File: src/hw/rtl/underwater_pixel_attenuation_macros.svh
// ----------------------------------------------------------------------------
// Underwater pixel attenuation assertion macros
// Concurrent assertion wrappers that compile away when ASSERT_OFF is set.
// ----------------------------------------------------------------------------
`ifndef UNDERWATER_PIXEL_ATTENUATION_MACROS_SVH
`define UNDERWATER_PIXEL_ATTENUATION_MACROS_SVH

`ifndef ASSERT_OFF
// Same-cycle implication
`define UPA_ASSERT_IMPL(label, clk, rst, ante, cons) \
   label: assert property (@(posedge clk) disable iff (rst) (ante) |-> (cons)) \
      else $error("assertion failed: same-cycle implication");
// Next-cycle implication
`define UPA_ASSERT_NEXT(label, clk, rst, ante, cons) \
   label: assert property (@(posedge clk) disable iff (rst) (ante) |=> (cons)) \
      else $error("assertion failed: next-cycle implication");
`else
`define UPA_ASSERT_IMPL(label, clk, rst, ante, cons)
`define UPA_ASSERT_NEXT(label, clk, rst, ante, cons)
`endif

`endif

File: src/hw/rtl/upa_pkg.sv
// ----------------------------------------------------------------------------
// Underwater pixel attenuation package
// Widths, fixed-point constants, exp table, register map and queue item type.
// ----------------------------------------------------------------------------
package upa_pkg;

   // Channel and field widths
   localparam int NUM_CHAN = 3;
   localparam int PIX_W    = 8;
   localparam int DEPTH_W  = 24;
   localparam int FACTOR_W = 16;
   localparam int ATTEN_W  = 16;

   // Range product and its split for the attenuation multiply
   localparam int RANGE_W     = DEPTH_W + FACTOR_W;
   localparam int RANGE_SPLIT = 24;
   localparam int HI_W        = RANGE_W - RANGE_SPLIT;
   localparam int HI_PROD_W   = HI_W + ATTEN_W;
   localparam int LO_PROD_W   = RANGE_SPLIT + ATTEN_W;
   localparam int LO_TOP_W    = LO_PROD_W - RANGE_SPLIT;
   localparam int SUM_W       = HI_PROD_W + 1;
   localparam logic [RANGE_W-1:0] NEAR_LIMIT = RANGE_W'(16777);

   // Exponent argument, Q4.16; one pipeline stage per bit
   localparam int X_W        = 20;
   localparam int NUM_STAGES = X_W;

   // Transmission accumulator, Q1.24
   localparam int TAB_W  = 24;
   localparam int FRAC_W = 24;
   localparam int ACC_W  = FRAC_W + 1;
   localparam int PROD_W = ACC_W + TAB_W;
   localparam logic [ACC_W-1:0] ACC_ONE = ACC_W'(1) << FRAC_W;

   // exp(-2^(i-16)) in Q0.24, rounded to nearest
   localparam logic [TAB_W-1:0] EXP_TAB [NUM_STAGES] = '{
      24'd16776960, 24'd16776704, 24'd16776192, 24'd16775168,
      24'd16773120, 24'd16769026, 24'd16760840, 24'd16744480,
      24'd16711808, 24'd16646655, 24'd16517109, 24'd16261035,
      24'd15760736, 24'd14805841, 24'd13066109, 24'd10175896,
      24'd6171993,  24'd2270549,  24'd307285,   24'd5628
   };

   // Blend arithmetic, e in Q1.16
   localparam int E_W      = 17;
   localparam int E_FRAC_W = 16;
   localparam logic [E_W-1:0] E_ONE = E_W'(1) << E_FRAC_W;
   localparam int BLEND_W  = E_W + PIX_W + 1;
   localparam int SHIFT_W  = BLEND_W - E_FRAC_W;

   // Queue between front and back
   localparam int QUEUE_DEPTH = 4;
   localparam int QUEUE_PTR_W = $clog2(QUEUE_DEPTH);
   localparam int QUEUE_CNT_W = $clog2(QUEUE_DEPTH + 1);

   // Register map
   localparam int CSR_ADDR_W = 5;
   localparam int CSR_DATA_W = 32;
   localparam int REG_IDX_W  = CSR_ADDR_W - 2;
   localparam logic [REG_IDX_W-1:0] REG_ATTEN_RED      = 3'd0;
   localparam logic [REG_IDX_W-1:0] REG_ATTEN_GREEN    = 3'd1;
   localparam logic [REG_IDX_W-1:0] REG_ATTEN_BLUE     = 3'd2;
   localparam logic [REG_IDX_W-1:0] REG_BACKDROP_RED   = 3'd3;
   localparam logic [REG_IDX_W-1:0] REG_BACKDROP_GREEN = 3'd4;
   localparam logic [REG_IDX_W-1:0] REG_BACKDROP_BLUE  = 3'd5;
   localparam logic [ATTEN_W-1:0] ATTEN_RESET    = 16'd2185;
   localparam logic [PIX_W-1:0]   BACKDROP_RESET = 8'd0;

   // Channel slots: red, green, blue
   localparam int CH_RED   = 0;
   localparam int CH_GREEN = 1;
   localparam int CH_BLUE  = 2;

   typedef logic [NUM_CHAN-1:0][ATTEN_W-1:0] atten_type;
   typedef logic [NUM_CHAN-1:0][PIX_W-1:0]   pix_type;

   // Classified pixel handed from front to back
   typedef struct packed {
      pix_type                       pix;
      logic [NUM_CHAN-1:0][X_W-1:0]  x;
      logic [NUM_CHAN-1:0]           kill;
   } item_type;

endpackage

File: src/hw/rtl/upa_queue.sv
// ----------------------------------------------------------------------------
// Underwater pixel attenuation queue
// Four-entry register queue that decouples the classifier from the exp pipe.
// ----------------------------------------------------------------------------
module upa_queue import upa_pkg::*; (
   input  logic     clock,
   input  logic     reset,
   input  logic     push_valid,
   output logic     push_ready,
   input  item_type push_item,
   output logic     pop_valid,
   input  logic     pop_ready,
   output item_type pop_item
);

   item_type               mem_ff [QUEUE_DEPTH];
   logic [QUEUE_PTR_W-1:0] wr_ptr_ff, wr_ptr_in;
   logic [QUEUE_PTR_W-1:0] rd_ptr_ff, rd_ptr_in;
   logic [QUEUE_CNT_W-1:0] cnt_ff, cnt_in;
   logic                   push, pop;

   // Status and head
   assign push_ready = (cnt_ff != QUEUE_CNT_W'(QUEUE_DEPTH));
   assign pop_valid  = (cnt_ff != '0);
   assign pop_item   = mem_ff[rd_ptr_ff];
   assign push       = push_valid && push_ready;
   assign pop        = pop_valid && pop_ready;

   // Advance pointers and fill count
   always_comb begin
      wr_ptr_in = push ? wr_ptr_ff + 1'b1 : wr_ptr_ff;
      rd_ptr_in = pop ? rd_ptr_ff + 1'b1 : rd_ptr_ff;
      cnt_in    = cnt_ff + QUEUE_CNT_W'(push) - QUEUE_CNT_W'(pop);
   end

   always_ff @(posedge clock) begin
      if (reset) begin
         wr_ptr_ff <= '0;
         rd_ptr_ff <= '0;
         cnt_ff    <= '0;
      end else begin
         wr_ptr_ff <= wr_ptr_in;
         rd_ptr_ff <= rd_ptr_in;
         cnt_ff    <= cnt_in;
      end
   end

   // Store pushed entry
   always_ff @(posedge clock) begin
      if (push) begin
         mem_ff[wr_ptr_ff] <= push_item;
      end
   end

endmodule

File: config.mk
export PLATFORM = sky130hd
export DESIGN_NAME = upa_queue
export DESIGN_NICKNAME = d
export VERILOG_FILES = /design/src/hw/rtl/underwater_pixel_attenuation_macros.svh /design/src/hw/rtl/upa_pkg.sv /design/src/hw/rtl/upa_queue.sv
export SDC_FILE = /design/constraint.sdc
export NUM_CORES = 1
export LEC_CHECK = 0
export BUFFER_PORTS_ARGS = -buffer_cell sky130_fd_sc_hd__buf_2
export CAP_MARGIN = 20
export CORE_ASPECT_RATIO = 2
export CORE_UTILIZATION = 50
export CTS_CLUSTER_DIAMETER = 40
export DETAILED_ROUTE_END_ITERATION = 10
export PLACE_DENSITY = 0.72
export SYNTH_ARGS = -nofsm -noshare
export SYNTH_HDL_FRONTEND = slang
export SYNTH_SLANG_ARGS = --single-unit
File: constraint.sdc
create_clock -name clock -period 4.2 [get_ports clock]
set_input_delay 0 -clock clock [delete_from_list [all_inputs] [get_ports clock]]
set_output_delay 0 -clock clock [all_outputs]
set_load 0.02 [all_outputs]
# Yosys cells after proc, flatten, opt, wreduce, memory -nomap -nowiden
# Memories as Yosys holds them, arrays and structs flattened. A register that Yosys moved wholly into a read port is not among the register bits.
# Index checks and enable logic that the tools add are counted.
dict set report word_totals {
  ff_bits 7
  mem_bits_rw 348
  input_bits 91
  out_inout_bits 89
  wordCells 16
  n_memories 1
}
dict set report op_classes {
  n_addsub 4
  eq_ne 1
  muxes 4
  reduce_logical 3
}
# memory depth width rd rd_clocked_by_memory_dff write_ports line_no
set memory_table {}
lappend memory_table {mem_ff 4 87 1 1 1 upa_queue.sv:16} ;# item_type mem_ff [QUEUE_DEPTH];
# operator count
set op_table {}
lappend op_table {{$add A2 B1 Y2 const B} 2}
lappend op_table {{$mux W2} 2}
lappend op_table {{$add A3 B1 Y3} 1}
lappend op_table {{$ne A3 B3 Y1 const B} 1}
lappend op_table {{$reduce_bool A3 Y1} 1}
lappend op_table {{$sub A3 B1 Y3} 1}
lappend op_table {{$logic_and A1 B1 Y1} 2}
lappend op_table {{$mux W1} 2}

# Logic depth before layout (Yosys ltp)
# Gate-level depths: netlist of the first run.
dict set report logic_depth {
  ltp_word 4
  mapped_depth 11
  mapped_depth_nobuf 11
}

# Least setup slack after synthesis of the first run
# Ideal clock, no wire load.
dict set report synth_timing {
  path_kind {flip-flop to flip-flop}
  start {register cnt_ff[1]}
  end {memory mem_ff[0][0] (netlist name), enable pin}
  setup_ns 0.455
  arrival_time_ns 2.920
  required_ns 3.745
  setup_slack_ns 0.825
  path_stages_with_launch 4
  n_path_buf 0
  period_less_slack_ns 3.375
  path_cell_list {dfxtp_1 > nor2_1 > a21boi_1 > and2_1}
}
dict set report synth_via {
  elab_chain_len 4
}
# item line_no
set synth_lines {}
lappend synth_lines {{start, declared} upa_queue.sv:19} ;# logic [QUEUE_CNT_W-1:0] cnt_ff, cnt_in;
lappend synth_lines {{start signal, assigned} upa_queue.sv:44} ;# cnt_ff <= cnt_in;
lappend synth_lines {{$ne A3 B3 Y1} upa_queue.sv:23} ;# assign push_ready = (cnt_ff != QUEUE_CNT_W'(QUEUE_DEPTH));
lappend synth_lines {{$logic_and A1 B1 Y1} upa_queue.sv:26} ;# assign push = push_valid && push_ready;
lappend synth_lines {{$mux W1} upa_queue.sv:50} ;# if (push) begin
lappend synth_lines {{$mux W1 (not written as such)} upa_queue.sv:51} ;# mem_ff[wr_ptr_ff] <= push_item;
lappend synth_lines {{end, declared} upa_queue.sv:16}
# Every way passes these cells.

# Final worst setup path of the first run
dict set report layout_timing {
  start {register cnt_ff[1]}
  end {register cnt_ff[2]}
}
dict set report layout_via {
  elab_chain_len 4
  word_cells_on_any_way 6
  classes_between {add/sub (2); eq/ne (1); reduce/logical (3)}
}
# item line_no
set layout_lines {}
lappend layout_lines {{$ne A3 B3 Y1} upa_queue.sv:23}
lappend layout_lines {{$logic_and A1 B1 Y1} upa_queue.sv:26}
lappend layout_lines {{$add A3 B1 Y3} upa_queue.sv:33} ;# cnt_in = cnt_ff + QUEUE_CNT_W'(push) - QUEUE_CNT_W'(pop);
lappend layout_lines {{$sub A3 B1 Y3 (*)} upa_queue.sv:33}
# Mark *: on every way between the ends. The rest lies on a longest branch, timed or not.
# A chain may end at the register's enable or synchronous reset.

==> impl_metrics.sql, run 1 <==
INSERT INTO impl_metrics (metric_group, metric, value, unit) VALUES
('critical_path', 'endpoint_kind', 'flip-flop', ''),
('placement', 'io_buffers', '179', ''),
('power_and_ir_drop', 'report.power.total', '9.617', 'mW'),
('finish', 'finalNetCount', '889', ''),
('placement', 'place_hpwl', '14670', 'µm'),
('synth', 'synth-seq-cells', '357', ''),
('sta', 'grt_setup_unrepaired', 'no', ''),
('cts', 'clockRootBuffer', 'clkbuf_16', ''),
('sta', 'timing_worst_slew_pin_value', '1.022', 'ns'),
('finish', 'layout-drive-gt1-share', '40.02', '%'),
('die', 'core-area', '0.02565', 'mm²'),
('die', 'dieArea', '0.02673', 'mm²'),
('sta', 'final-max-slew-violation-count', '0', ''),
('cts', 'cts_tree', 'yes', ''),
('sta', 'fin_crit', '2.753', 'ns'),
('grt', 'grt_max_degree', '71', ''),
('route', 'post_drt_wl_per_cell', '21.07', 'µm'),
('synth', 'synth_sequential_area_ratio', '81.65', '%'),
('route', 'num_vias', '6230', ''),
('job', 'timing.max_cap.violations', '0', ''),
('sta', 'report.final.hold_viol_count', '0', ''),
('critical_path', 'critical_path_required', '4.67', 'ns'),
('power_and_ir_drop', 'cellPowerDensity', '595.6', 'mW/mm²'),
('grt', 'track_usage', '18.87', '%'),
('critical_path', 'worstPathMaxFanout', '7', ''),
('synth', 'netlist_area', '0.01302', 'mm²'),
('synth', 'cell_variety_after_synth', '25', ''),
('cts', 'cts_made_buffers', '29', ''),
('placement', 'globalplace.congestion', '0.7317', ''),
('die', 'ioPinCount', '180', ''),
('cts', 'clock_tree.htree_level_count', '1', ''),
('cts', 'clk_latency', '0.55', 'ns'),
('finish', 'final_core_utilization', '62.95', '%'),
('power_and_ir_drop', 'p_leak', '5.454', 'nW'),
('grt', 'via_count_of_the_first_global_routing_pass', '6673', ''),
('sta', 'max-slew-margin-rel', '31.88', '%'),
('finish', 'final_common_cell', 'edfxtp_1', ''),
('route', 'number_of_detailed_route_iterations_in_the_first_pass', '4', ''),
('sta', 'achievable-frequency', '363.2', 'MHz'),
('critical_path', 'worstPathArrival', '3.22', 'ns'),
('critical_path', 'worstSetupPathType', 'reg -> reg', ''),
('synth', 'synthCells', '504', ''),
('sta', 'setup_viol', '0', ''),
('sta', 'fin_worst_hold_slack', '0.2005', 'ns'),
('critical_path', 'startpoint_type', 'flip-flop', ''),
('route', 'initialDrtViolationCount', '321', ''),
('synth', 'syn_area_per_cell', '25.83', 'µm²'),
('finish', 'area.growth.synth_to_final', '24.02', '%'),
('route', 'routed_wirelength', '24320', 'µm'),
('grt', 'grt_first_pass_wirelength', '36880', 'µm'),
('sta', 'layout_worst_path_cycle_share', '65.55', '%'),
('sta', 'setup_tns', '0', 'ns'),
('route', 'final_antenna_net_count', '0', ''),
('sta', 'clock_skew', '0.01457', 'ns'),
('cts', 'cts.sinks', '357', ''),
('die', 'dieWidth', '116.1', 'µm'),
('run_status', 'outcome', 'complete, no violations', ''),
('die', 'rows', '83', ''),
('die', 'die-height', '230.2', 'µm'),
('route', 'route.detailed.drc', '0', ''),
('sta', 'setup_slack', '1.447', 'ns'),
('grt', 'overflow', '0', ''),
('finish', 'mostFrequentLayoutCells', 'edfxtp_1, buf_2, dlygate4sd3_1, mux4_2, clkbuf_16', ''),
('power_and_ir_drop', 'ir_drop', '0.4231', 'mV'),
('critical_path', 'regToRegSetupSlack', '1.45', 'ns'),
('grt', 'grt_antenna_before_repair', '2', ''),
('cts', 'path_clk_slew', '0.07', 'ns'),
('synth', 'net_count_of_the_mapped_netlist', '602', ''),
('route', 'viasPerCell', '5.399', ''),
('synth', 'number_of_warning_messages_in_the_yosys_log', '0', ''),
('cts', 'cts_buffer_depth', '3', ''),
('placement', 'placement.setup.worst_slack', '1.474', 'ns'),
('min_path', 'worstHoldPathType', 'in -> reg', ''),
('die', 'initial_utilization', '50.76', '%');
state kept, by name, summed over array words and instances, names as in the netlist, named ones only:
signal and cells:
wr_ptr_ff 2, cnt_ff 3, mem_ff 348, rd_ptr_ff 2
per-layer routing:
layer | vias up | share of wire (%) | GRT usage [%]
met5 | - | 0 | 0
met4 | 0 | 3.4 | 7.973
met3 | 48 | 4.5 | 2.768
met2 | 198 | 56 | 34.32
met1 | 3258 | 36 | 21.75
li1 | 2726 | - | -
worst max-delay path, cell delays in order, from the launching register on:
cell and delay [ns]:
dfxtp_1 0.46, nor2_1 0.12, a21boi_1 0.53, inv_1 0.10, ha_1 0.31, inv_1 0.07, ha_1 0.15, inv_1 0.06
fa_1 0.39, xor2_1 0.16, and2_1 0.18, nor3_1 0.14
what timing repair did:
| item | CTS | global route |
|---|---|---|
| hold endpoints to repair | 357 | 0 |
| hold buffers | 91 | 0 |
| gates resized for setup | 0 | 0 |
| setup buffers | 0 | 0 |
| setup endpoints to repair | 0 | 0 |
cells by family (layout without fill, tap and decap cells):
family / count (synthesis) / in the layout / share of synthesized area (%)
AND/OR/NAND/NOR: 19 / 19 / 0.7303
other: 0 / 2 / 0
flip-flops: 357 / 357 / 81.65
adder cells (fa/ha/maj): 7 / 7 / 0.7303
buffers and inverters: 26 / 334 / 1.288
multiplexers: 89 / 89 / 15.21
AO/OA/AOI/OAI: 3 / 3 / 0.1922
XOR/XNOR: 3 / 3 / 0.2018
report_power, final:
group          total (mW)  internal (mW)  switching, mW
Clock                2.58           1.42           1.17
Combinational        2.41           1.07           1.34
Sequential           4.63           4.36          0.261
Total                9.62           6.85           2.77
cells in the mapped netlist:
cell type	number	area (µm²)
a21boi_1	1	7.510
and2_1	5	31.28
buf_12	1	20.02
buf_2	10	50.05
buf_6	1	11.26
buf_8	3	45.04
clkbuf_1	6	22.52
dfxtp_1	9	180.2
edfxtp_1	348	10450
fa_1	1	20.02
ha_1	6	75.07
inv_1	5	18.77
mux2_2	1	11.26
mux2i_1	1	10.01
mux4_2	87	1959
nand2_1	1	3.750
nand2b_1	2	12.51
nor2_1	8	30.03
nor2b_1	1	6.260
nor3_1	1	5.000
o311ai_0	1	8.760
o31a_1	1	8.760
or3_1	1	6.260
xnor2_1	1	8.760
xor2_1	2	17.52
path summary, 6_finish.rpt:
kind | from | end | depth (start not counted)
setup / recovery | cnt_ff[1]$_SDFF_PP0_ | cnt_ff[2]$_SDFF_PP0_ | 11
hold / removal | push_item[14] | mem_ff[3][14]$_DFFE_PP_ | 2
setup reg to reg | cnt_ff[1]$_SDFF_PP0_ | cnt_ff[2]$_SDFF_PP0_ | 11
hold reg to reg | wr_ptr_ff[1]$_SDFFE_PP0P_ | wr_ptr_ff[1]$_SDFFE_PP0P_ | 2
layout make-up:
cell class,count,area (µm²)
sequential,357,10640
timing repair buffer,277,1922
tap,340,425.4
inverter,5,18.77
antenna,2,5.005
clock buffer,35,758.2
clock inverter,17,148.9
multi-input combinational,121,2232
fill,1806,9503
metrics by stage:
stage | area (µm²) | std cells
after floorplan | 13020 | 504
after global placement | 14330 | 1009
after detailed placement | 14330 | 1009
after CTS | 16140 | 1152
after global routing | 16150 | 1154
final | 16150 | 1154
Power figures use the tool's default switching activity.
==> run 2: changes to the inputs <==
==> constraint.sdc (replaced) <==
create_clock -name clock -period 2.65 [get_ports clock]
set_input_delay 0 -clock clock [delete_from_list [all_inputs] [get_ports clock]]
set_output_delay 0 -clock clock [all_outputs]
set_load 0.02 [all_outputs]
==> impl_metrics.sql, run 2 (synthesis gave the netlist of run 1 again) <==
INSERT INTO impl_metrics (metric_group, metric, value, unit) VALUES
('run_status', 'outcome', 'complete, no violations', ''),
('power_and_ir_drop', 'combPwrFrac', '25.5', '%'),
('power_and_ir_drop', 'p_leak', '5.574', 'nW'),
('route', 'number_of_detailed_route_iterations_in_the_first_pass', '5', ''),
('finish', 'largest_register_ff_count', '348', ''),
('finish', 'registers.top_by_ff_count', 'mem_ff', ''),
('sta', 'layout_worst_path_cycle_share', '89.95', '%'),
('cts', 'path_clk_slew', '0.06', 'ns'),
('route', 'route.detailed.drc', '0', ''),
('finish', 'largest_registers', 'mem_ff: 348 flops, cnt_ff: 3 flops', ''),
('critical_path', 'worstPathArrival', '2.85', 'ns'),
('critical_path', 'startpoint_type', 'flip-flop', ''),
('finish', 'final_core_utilization', '64.07', '%'),
('grt', 'grt_max_degree', '88', ''),
('sta', 'max-slew-margin-rel', '61.96', '%'),
('min_path', 'worstHoldPathType', 'in -> reg', ''),
('placement', 'globalplace.congestion', '0.7764', ''),
('route', 'post_drt_wl_per_cell', '21.30', 'µm'),
('die', 'die-height', '230.2', 'µm'),
('grt', 'track_usage', '19.47', '%'),
('sta', 'setup_viol', '0', ''),
('sta', 'achievable-frequency', '419.5', 'MHz'),
('cts', 'cts_tree', 'yes', ''),
('critical_path', 'worstPathMaxFanout', '7', ''),
('die', 'core-area', '0.02565', 'mm²'),
('sta', 'clock_skew', '0.01340', 'ns'),
('route', 'viasPerCell', '5.318', ''),
('placement', 'place_hpwl', '15170', 'µm'),
('finish', 'layout-drive-gt1-share', '41.02', '%'),
('power_and_ir_drop', 'p_switching', '4.549', 'mW'),
('sta', 'grt_setup_unrepaired', 'no', ''),
('sta', 'fin_worst_hold_slack', '0.1896', 'ns'),
('finish', 'finalNetCount', '898', ''),
('finish', 'num-fill-cells', '1738', ''),
('sta', 'timing_worst_slew_pin_value', '0.5706', 'ns'),
('cts', 'clock_tree.htree_level_count', '1', ''),
('cts', 'clk_latency', '0.56', 'ns'),
('power_and_ir_drop', 'cellInternalPower', '11.47', 'mW'),
('route', 'num_vias', '6201', ''),
('placement', 'io_buffers', '179', ''),
('power_and_ir_drop', 'netSwitchingFraction', '28.40', '%'),
('power_and_ir_drop', 'cellPowerDensity', '974.6', 'mW/mm²'),
('die', 'dieArea', '0.02673', 'mm²'),
('cts', 'cts_made_buffers', '31', ''),
('sta', 'fin_crit', '2.384', 'ns'),
('sta', 'report.final.hold_viol_count', '0', ''),
('cts', 'cts_buffer_depth', '3', ''),
('cts', 'clockRootBuffer', 'clkbuf_16', ''),
('placement', 'placement.setup.worst_slack', '0.2960', 'ns'),
('finish', 'mostFrequentLayoutCells', 'edfxtp_1, buf_2, dlygate4sd3_1, mux4_2, clkbuf_16', ''),
('placement', 'post_placement_cell_count', '1016', ''),
('grt', 'via_count_of_the_first_global_routing_pass', '6751', ''),
('die', 'rows', '83', ''),
('route', 'routed_wirelength', '24830', 'µm'),
('critical_path', 'critical_path_required', '3.12', 'ns'),
('sta', 'setup_tns', '0', 'ns'),
('sta', 'final-max-slew-violation-count', '0', ''),
('grt', 'overflow', '0', ''),
('power_and_ir_drop', 'share_seq_of_total_power', '45.1', '%'),
('grt', 'grt_antenna_before_repair', '2', ''),
('route', 'initialDrtViolationCount', '481', ''),
('grt', 'grt_first_pass_wirelength', '37920', 'µm'),
('cts', 'cts_hold_repair.buffers', '91', ''),
('finish', 'area.growth.synth_to_final', '26.24', '%'),
('critical_path', 'worstSetupPathType', 'reg -> reg', ''),
('die', 'initial_utilization', '50.76', '%'),
('cts', 'post_cts_resize_count', '0', ''),
('job', 'timing.max_cap.violations', '0', ''),
('finish', 'final_common_cell', 'edfxtp_1', ''),
('power_and_ir_drop', 'ir_drop', '0.8723', 'mV'),
('power_and_ir_drop', 'clockPowerShare', '29.4', '%'),
('cts', 'post_cts_setup_repair_buffer_count', '0', ''),
('die', 'dieWidth', '116.1', 'µm'),
('finish', 'fin_cells', '1166', ''),
('route', 'final_antenna_net_count', '0', ''),
('die', 'ioPinCount', '180', ''),
('critical_path', 'endpoint_kind', 'flip-flop', ''),
('cts', 'cts.sinks', '357', ''),
('sta', 'setup_slack', '0.2663', 'ns');
run 2: power groups by stage:
stage | clock (mW) | sequential, mW | combinational, mW
floorplan | 0 | 7.16 | 2.82
global placement | 0 | 7.30 | 3.99
detailed placement | 0 | 7.35 | 4.04
CTS | 4.82 | 7.24 | 4.17
global route | 5.03 | 7.29 | 4.33
finish | 4.72 | 7.22 | 4.08
run 2: critical path, stage by stage (launching register included):
cell and delay [ns]:
dfxtp_1 0.46, nor2_1 0.10, a21boi_1 0.23, inv_1 0.08, ha_1 0.30, inv_1 0.06
ha_1 0.13, inv_1 0.06, fa_1 0.40, xor2_1 0.17, and2_1 0.17, nor3_1 0.16
run 2: final cells by class:
class | instances | area, µm² | area share [%]
timing repair buffer | 284 | 2037 | 12.39
tap | 340 | 425.4 | 2.588
clock inverter | 23 | 292.8 | 1.781
antenna | 2 | 5.005 | 0.03045
sequential | 357 | 10640 | 64.72
inverter | 5 | 18.77 | 0.1142
clock buffer | 34 | 787.0 | 4.788
multi-input combinational | 121 | 2232 | 13.58
run 2: per-layer routing:
metal	wire length [µm]	GRT usage, %	vias to the layer above
met1	9045	22.88	3182
met3	1261	3.347	54
met4	1098	10.10	0
li1	-	-	2756
met2	13430	33.72	209
met5	0	0	-
run 2: path summary, 6_finish.rpt:
check / depth (start not counted) / to / slack, ns / from
hold / removal: 2 / mem_ff[2][12]$_DFFE_PP_ / 0.19 / push_item[12]
hold reg to reg: 2 / wr_ptr_ff[1]$_SDFFE_PP0P_ / 0.54 / wr_ptr_ff[1]$_SDFFE_PP0P_
setup / recovery: 11 / cnt_ff[2]$_SDFF_PP0_ / 0.27 / cnt_ff[1]$_SDFF_PP0_
setup reg to reg: 11 / cnt_ff[2]$_SDFF_PP0_ / 0.27 / cnt_ff[1]$_SDFF_PP0_
run 2: per-stage QoR:
stage                     area (µm²)  total power [mW]
after floorplan                13030             9.977
after global placement         14440             11.29
after detailed placement       14440             11.39
after CTS                      16430             16.22
after global routing           16440             16.65
final                          16440             16.02
==> run 3: changes to the inputs <==
--- a/config.mk
+++ b/config.mk
@@ -7,11 +7,11 @@
 export LEC_CHECK = 0
 export BUFFER_PORTS_ARGS = -buffer_cell sky130_fd_sc_hd__buf_2
 export CAP_MARGIN = 20
-export CORE_ASPECT_RATIO = 2
-export CORE_UTILIZATION = 50
+export CORE_ASPECT_RATIO = 1.25
+export CORE_UTILIZATION = 35
 export CTS_CLUSTER_DIAMETER = 40
 export DETAILED_ROUTE_END_ITERATION = 10
-export PLACE_DENSITY = 0.72
+export PLACE_DENSITY = 0.54
 export SYNTH_ARGS = -nofsm -noshare
 export SYNTH_HDL_FRONTEND = slang
 export SYNTH_SLANG_ARGS = --single-unit
==> impl_metrics.sql, run 3 (synthesis gave the netlist of run 1 again) <==
INSERT INTO impl_metrics (metric_group, metric, value, unit) VALUES
('run_status', 'outcome', 'complete, no violations', ''),
('die', 'initial_utilization', '35.67', '%'),
('die', 'core-area', '0.03650', 'mm²'),
('cts', 'path_clk_slew', '0.06', 'ns'),
('route', 'post_drt_wl_per_cell', '19.31', 'µm'),
('grt', 'track_usage', '13.70', '%'),
('route', 'route.detailed.drc', '0', ''),
('grt', 'via_count_of_the_first_global_routing_pass', '6940', ''),
('cts', 'clk_latency', '0.54', 'ns'),
('critical_path', 'endpoint_kind', 'flip-flop', ''),
('route', 'number_of_detailed_route_iterations_in_the_first_pass', '6', ''),
('sta', 'setup_slack', '0.2215', 'ns'),
('sta', 'final-max-slew-violation-count', '0', ''),
('power_and_ir_drop', 'cellPowerDensity', '1009', 'mW/mm²'),
('die', 'rows', '78', ''),
('sta', 'fin_crit', '2.429', 'ns'),
('sta', 'grt_setup_unrepaired', 'no', ''),
('power_and_ir_drop', 'ir_drop', '0.5815', 'mV'),
('finish', 'finalNetCount', '909', ''),
('min_path', 'whs_endpoint', 'mem_ff[0][7]$_DFFE_PP_', ''),
('sta', 'setup_tns', '0', 'ns'),
('cts', 'clockRootBuffer', 'clkbuf_16', ''),
('sta', 'max-slew-margin-rel', '68.10', '%'),
('die', 'die-height', '217.6', 'µm'),
('die', 'ioPinCount', '180', ''),
('cts', 'cts_made_buffers', '43', ''),
('finish', 'largest_register_ff_count', '348', ''),
('power_and_ir_drop', 'report.power.total', '17.17', 'mW'),
('critical_path', 'startpoint_type', 'flip-flop', ''),
('placement', 'io_buffers', '179', ''),
('sta', 'layout_worst_path_cycle_share', '91.64', '%'),
('finish', 'largest_registers', 'mem_ff: 348 flops, cnt_ff: 3 flops', ''),
('min_path', 'worstHoldPathType', 'in -> reg', ''),
('critical_path', 'r2r_end', 'cnt_ff[2]$_SDFF_PP0_', ''),
('power_and_ir_drop', 'p_leak', '5.775', 'nW'),
('cts', 'cts_tree', 'yes', ''),
('critical_path', 'worstPathMaxFanout', '7', ''),
('finish', 'fin_cells', '1327', ''),
('die', 'dieWidth', '174.5', 'µm'),
('sta', 'fin_worst_hold_slack', '0.2152', 'ns'),
('placement', 'post_placement_cell_count', '1155', ''),
('finish', 'mostFrequentLayoutCells', 'edfxtp_1, buf_2, dlygate4sd3_1, mux4_2, clkbuf_16', ''),
('finish', 'area.growth.synth_to_final', '30.76', '%'),
('grt', 'overflow', '0', ''),
('placement', 'globalplace.congestion', '0.6811', ''),
('cts', 'clock_tree.htree_level_count', '2', ''),
('placement', 'place_hpwl', '15210', 'µm'),
('critical_path', 'worstSetupPathType', 'reg -> reg', ''),
('cts', 'cts_buffer_depth', '3', ''),
('sta', 'setup_viol', '0', ''),
('finish', 'layout-drive-gt1-share', '42.43', '%'),
('critical_path', 'worstPathArrival', '2.88', 'ns'),
('critical_path', 'worst-r2r-cell-count', '11', ''),
('grt', 'grt_antenna_before_repair', '2', ''),
('route', 'routed_wirelength', '25630', 'µm'),
('finish', 'registers.top_by_ff_count', 'mem_ff', ''),
('critical_path', 'regToRegSetupSlack', '0.22', 'ns'),
('route', 'viasPerCell', '4.706', ''),
('sta', 'achievable-frequency', '411.8', 'MHz'),
('critical_path', 'worstReg2RegStart', 'cnt_ff[1]$_SDFF_PP0_', ''),
('placement', 'placement.setup.worst_slack', '0.2667', 'ns'),
('die', 'dieArea', '0.03798', 'mm²'),
('min_path', 'hp-start', 'push_item[7]', ''),
('sta', 'timing_worst_slew_pin_value', '0.4786', 'ns'),
('finish', 'final_common_cell', 'edfxtp_1', ''),
('sta', 'clock_skew', '0.007878', 'ns'),
('min_path', 'min_path_cells', '2', ''),
('route', 'initialDrtViolationCount', '331', ''),
('grt', 'grt_first_pass_wirelength', '39120', 'µm'),
('grt', 'grt_max_degree', '57', ''),
('route', 'final_antenna_net_count', '0', ''),
('cts', 'post_cts_setup_repair_buffer_count', '0', ''),
('cts', 'cts.sinks', '357', ''),
('route', 'num_vias', '6245', ''),
('job', 'timing.max_cap.violations', '0', ''),
('critical_path', 'critical_path_required', '3.10', 'ns'),
('sta', 'report.final.hold_viol_count', '0', '');
## run 3: cell types whose count changed in the layout (fill, tap and decap cells not counted), moves of 2 or more
cell / previous run / this run
clkinv_8: 0 / 3
clkinv_1: 3 / 1
clkbuf_1: 3 / 7
clkinv_2: 5 / 8
inv_8: 1 / 3
buf_4: 4 / 2
clkbuf_16: 31 / 44
## run 3: per-stage QoR
| stage | cell area [µm²] | utilization [%] |
|---|---|---|
| floorplan | 13030 | - |
| global placement | 14620 | 40.06 |
| detailed placement | 14620 | 40.06 |
| CTS | 17020 | 46.62 |
| global route | 17020 | 46.64 |
| finish | 17030 | 46.64 |
## run 3: worst max path at each step
stage,from,to,depth (start not counted)
after floorplan,cnt_ff[1]$_SDFF_PP0_,mem_ff[0][0]$_DFFE_PP_,3
after global placement,cnt_ff[1]$_SDFF_PP0_,cnt_ff[2]$_SDFF_PP0_,11
after detailed placement,cnt_ff[1]$_SDFF_PP0_,cnt_ff[2]$_SDFF_PP0_,11
after CTS,cnt_ff[1]$_SDFF_PP0_,cnt_ff[2]$_SDFF_PP0_,11
after global routing,cnt_ff[1]$_SDFF_PP0_,cnt_ff[2]$_SDFF_PP0_,11
final,cnt_ff[1]$_SDFF_PP0_,cnt_ff[2]$_SDFF_PP0_,11
## run 3: layout make-up
type | count | area, µm²
inverter | 5 | 18.77
clock inverter | 28 | 342.8
multi-input combinational | 121 | 2240
antenna | 1 | 2.502
tap | 480 | 600.6
fill | 3079 | 19470
timing repair buffer | 283 | 2042
clock buffer | 52 | 1141
sequential | 357 | 10640
## run 3: worst max-delay path, cell delays in order, from the launching register on
cell and delay (ns):
dfxtp_1 0.45, nor2_1 0.10, a21boi_1 0.24, inv_1 0.09, ha_1 0.30, inv_1 0.06
ha_1 0.14, inv_1 0.06, fa_1 0.43, xor2_2 0.17, and2_1 0.16, nor3_1 0.14
## run 3: power breakdown
part / total, mW / internal (mW) / switching (mW)
sequential: 7.14 / 6.92 / 0.224
clock: 5.93 / 3.63 / 2.30
combinational: 4.10 / 1.77 / 2.33
## run 3: routing by layer
| metal | share of wire (%) | up-vias | GRT usage (%) |
|---|---|---|---|
| met5 | 0.031 | - | 0 |
| met4 | 2.4 | 2 | 4.928 |
| met3 | 4.8 | 52 | 2.946 |
| met2 | 55 | 162 | 25.58 |
| met1 | 38 | 3246 | 15.24 |
| li1 | - | 2783 | - |
## run 3: repair_timing
action | in CTS | in global routing
gates resized for setup | 0 | 1
hold endpoints to repair | 357 | 0
hold buffers | 91 | 0
setup endpoints to repair | 0 | 1
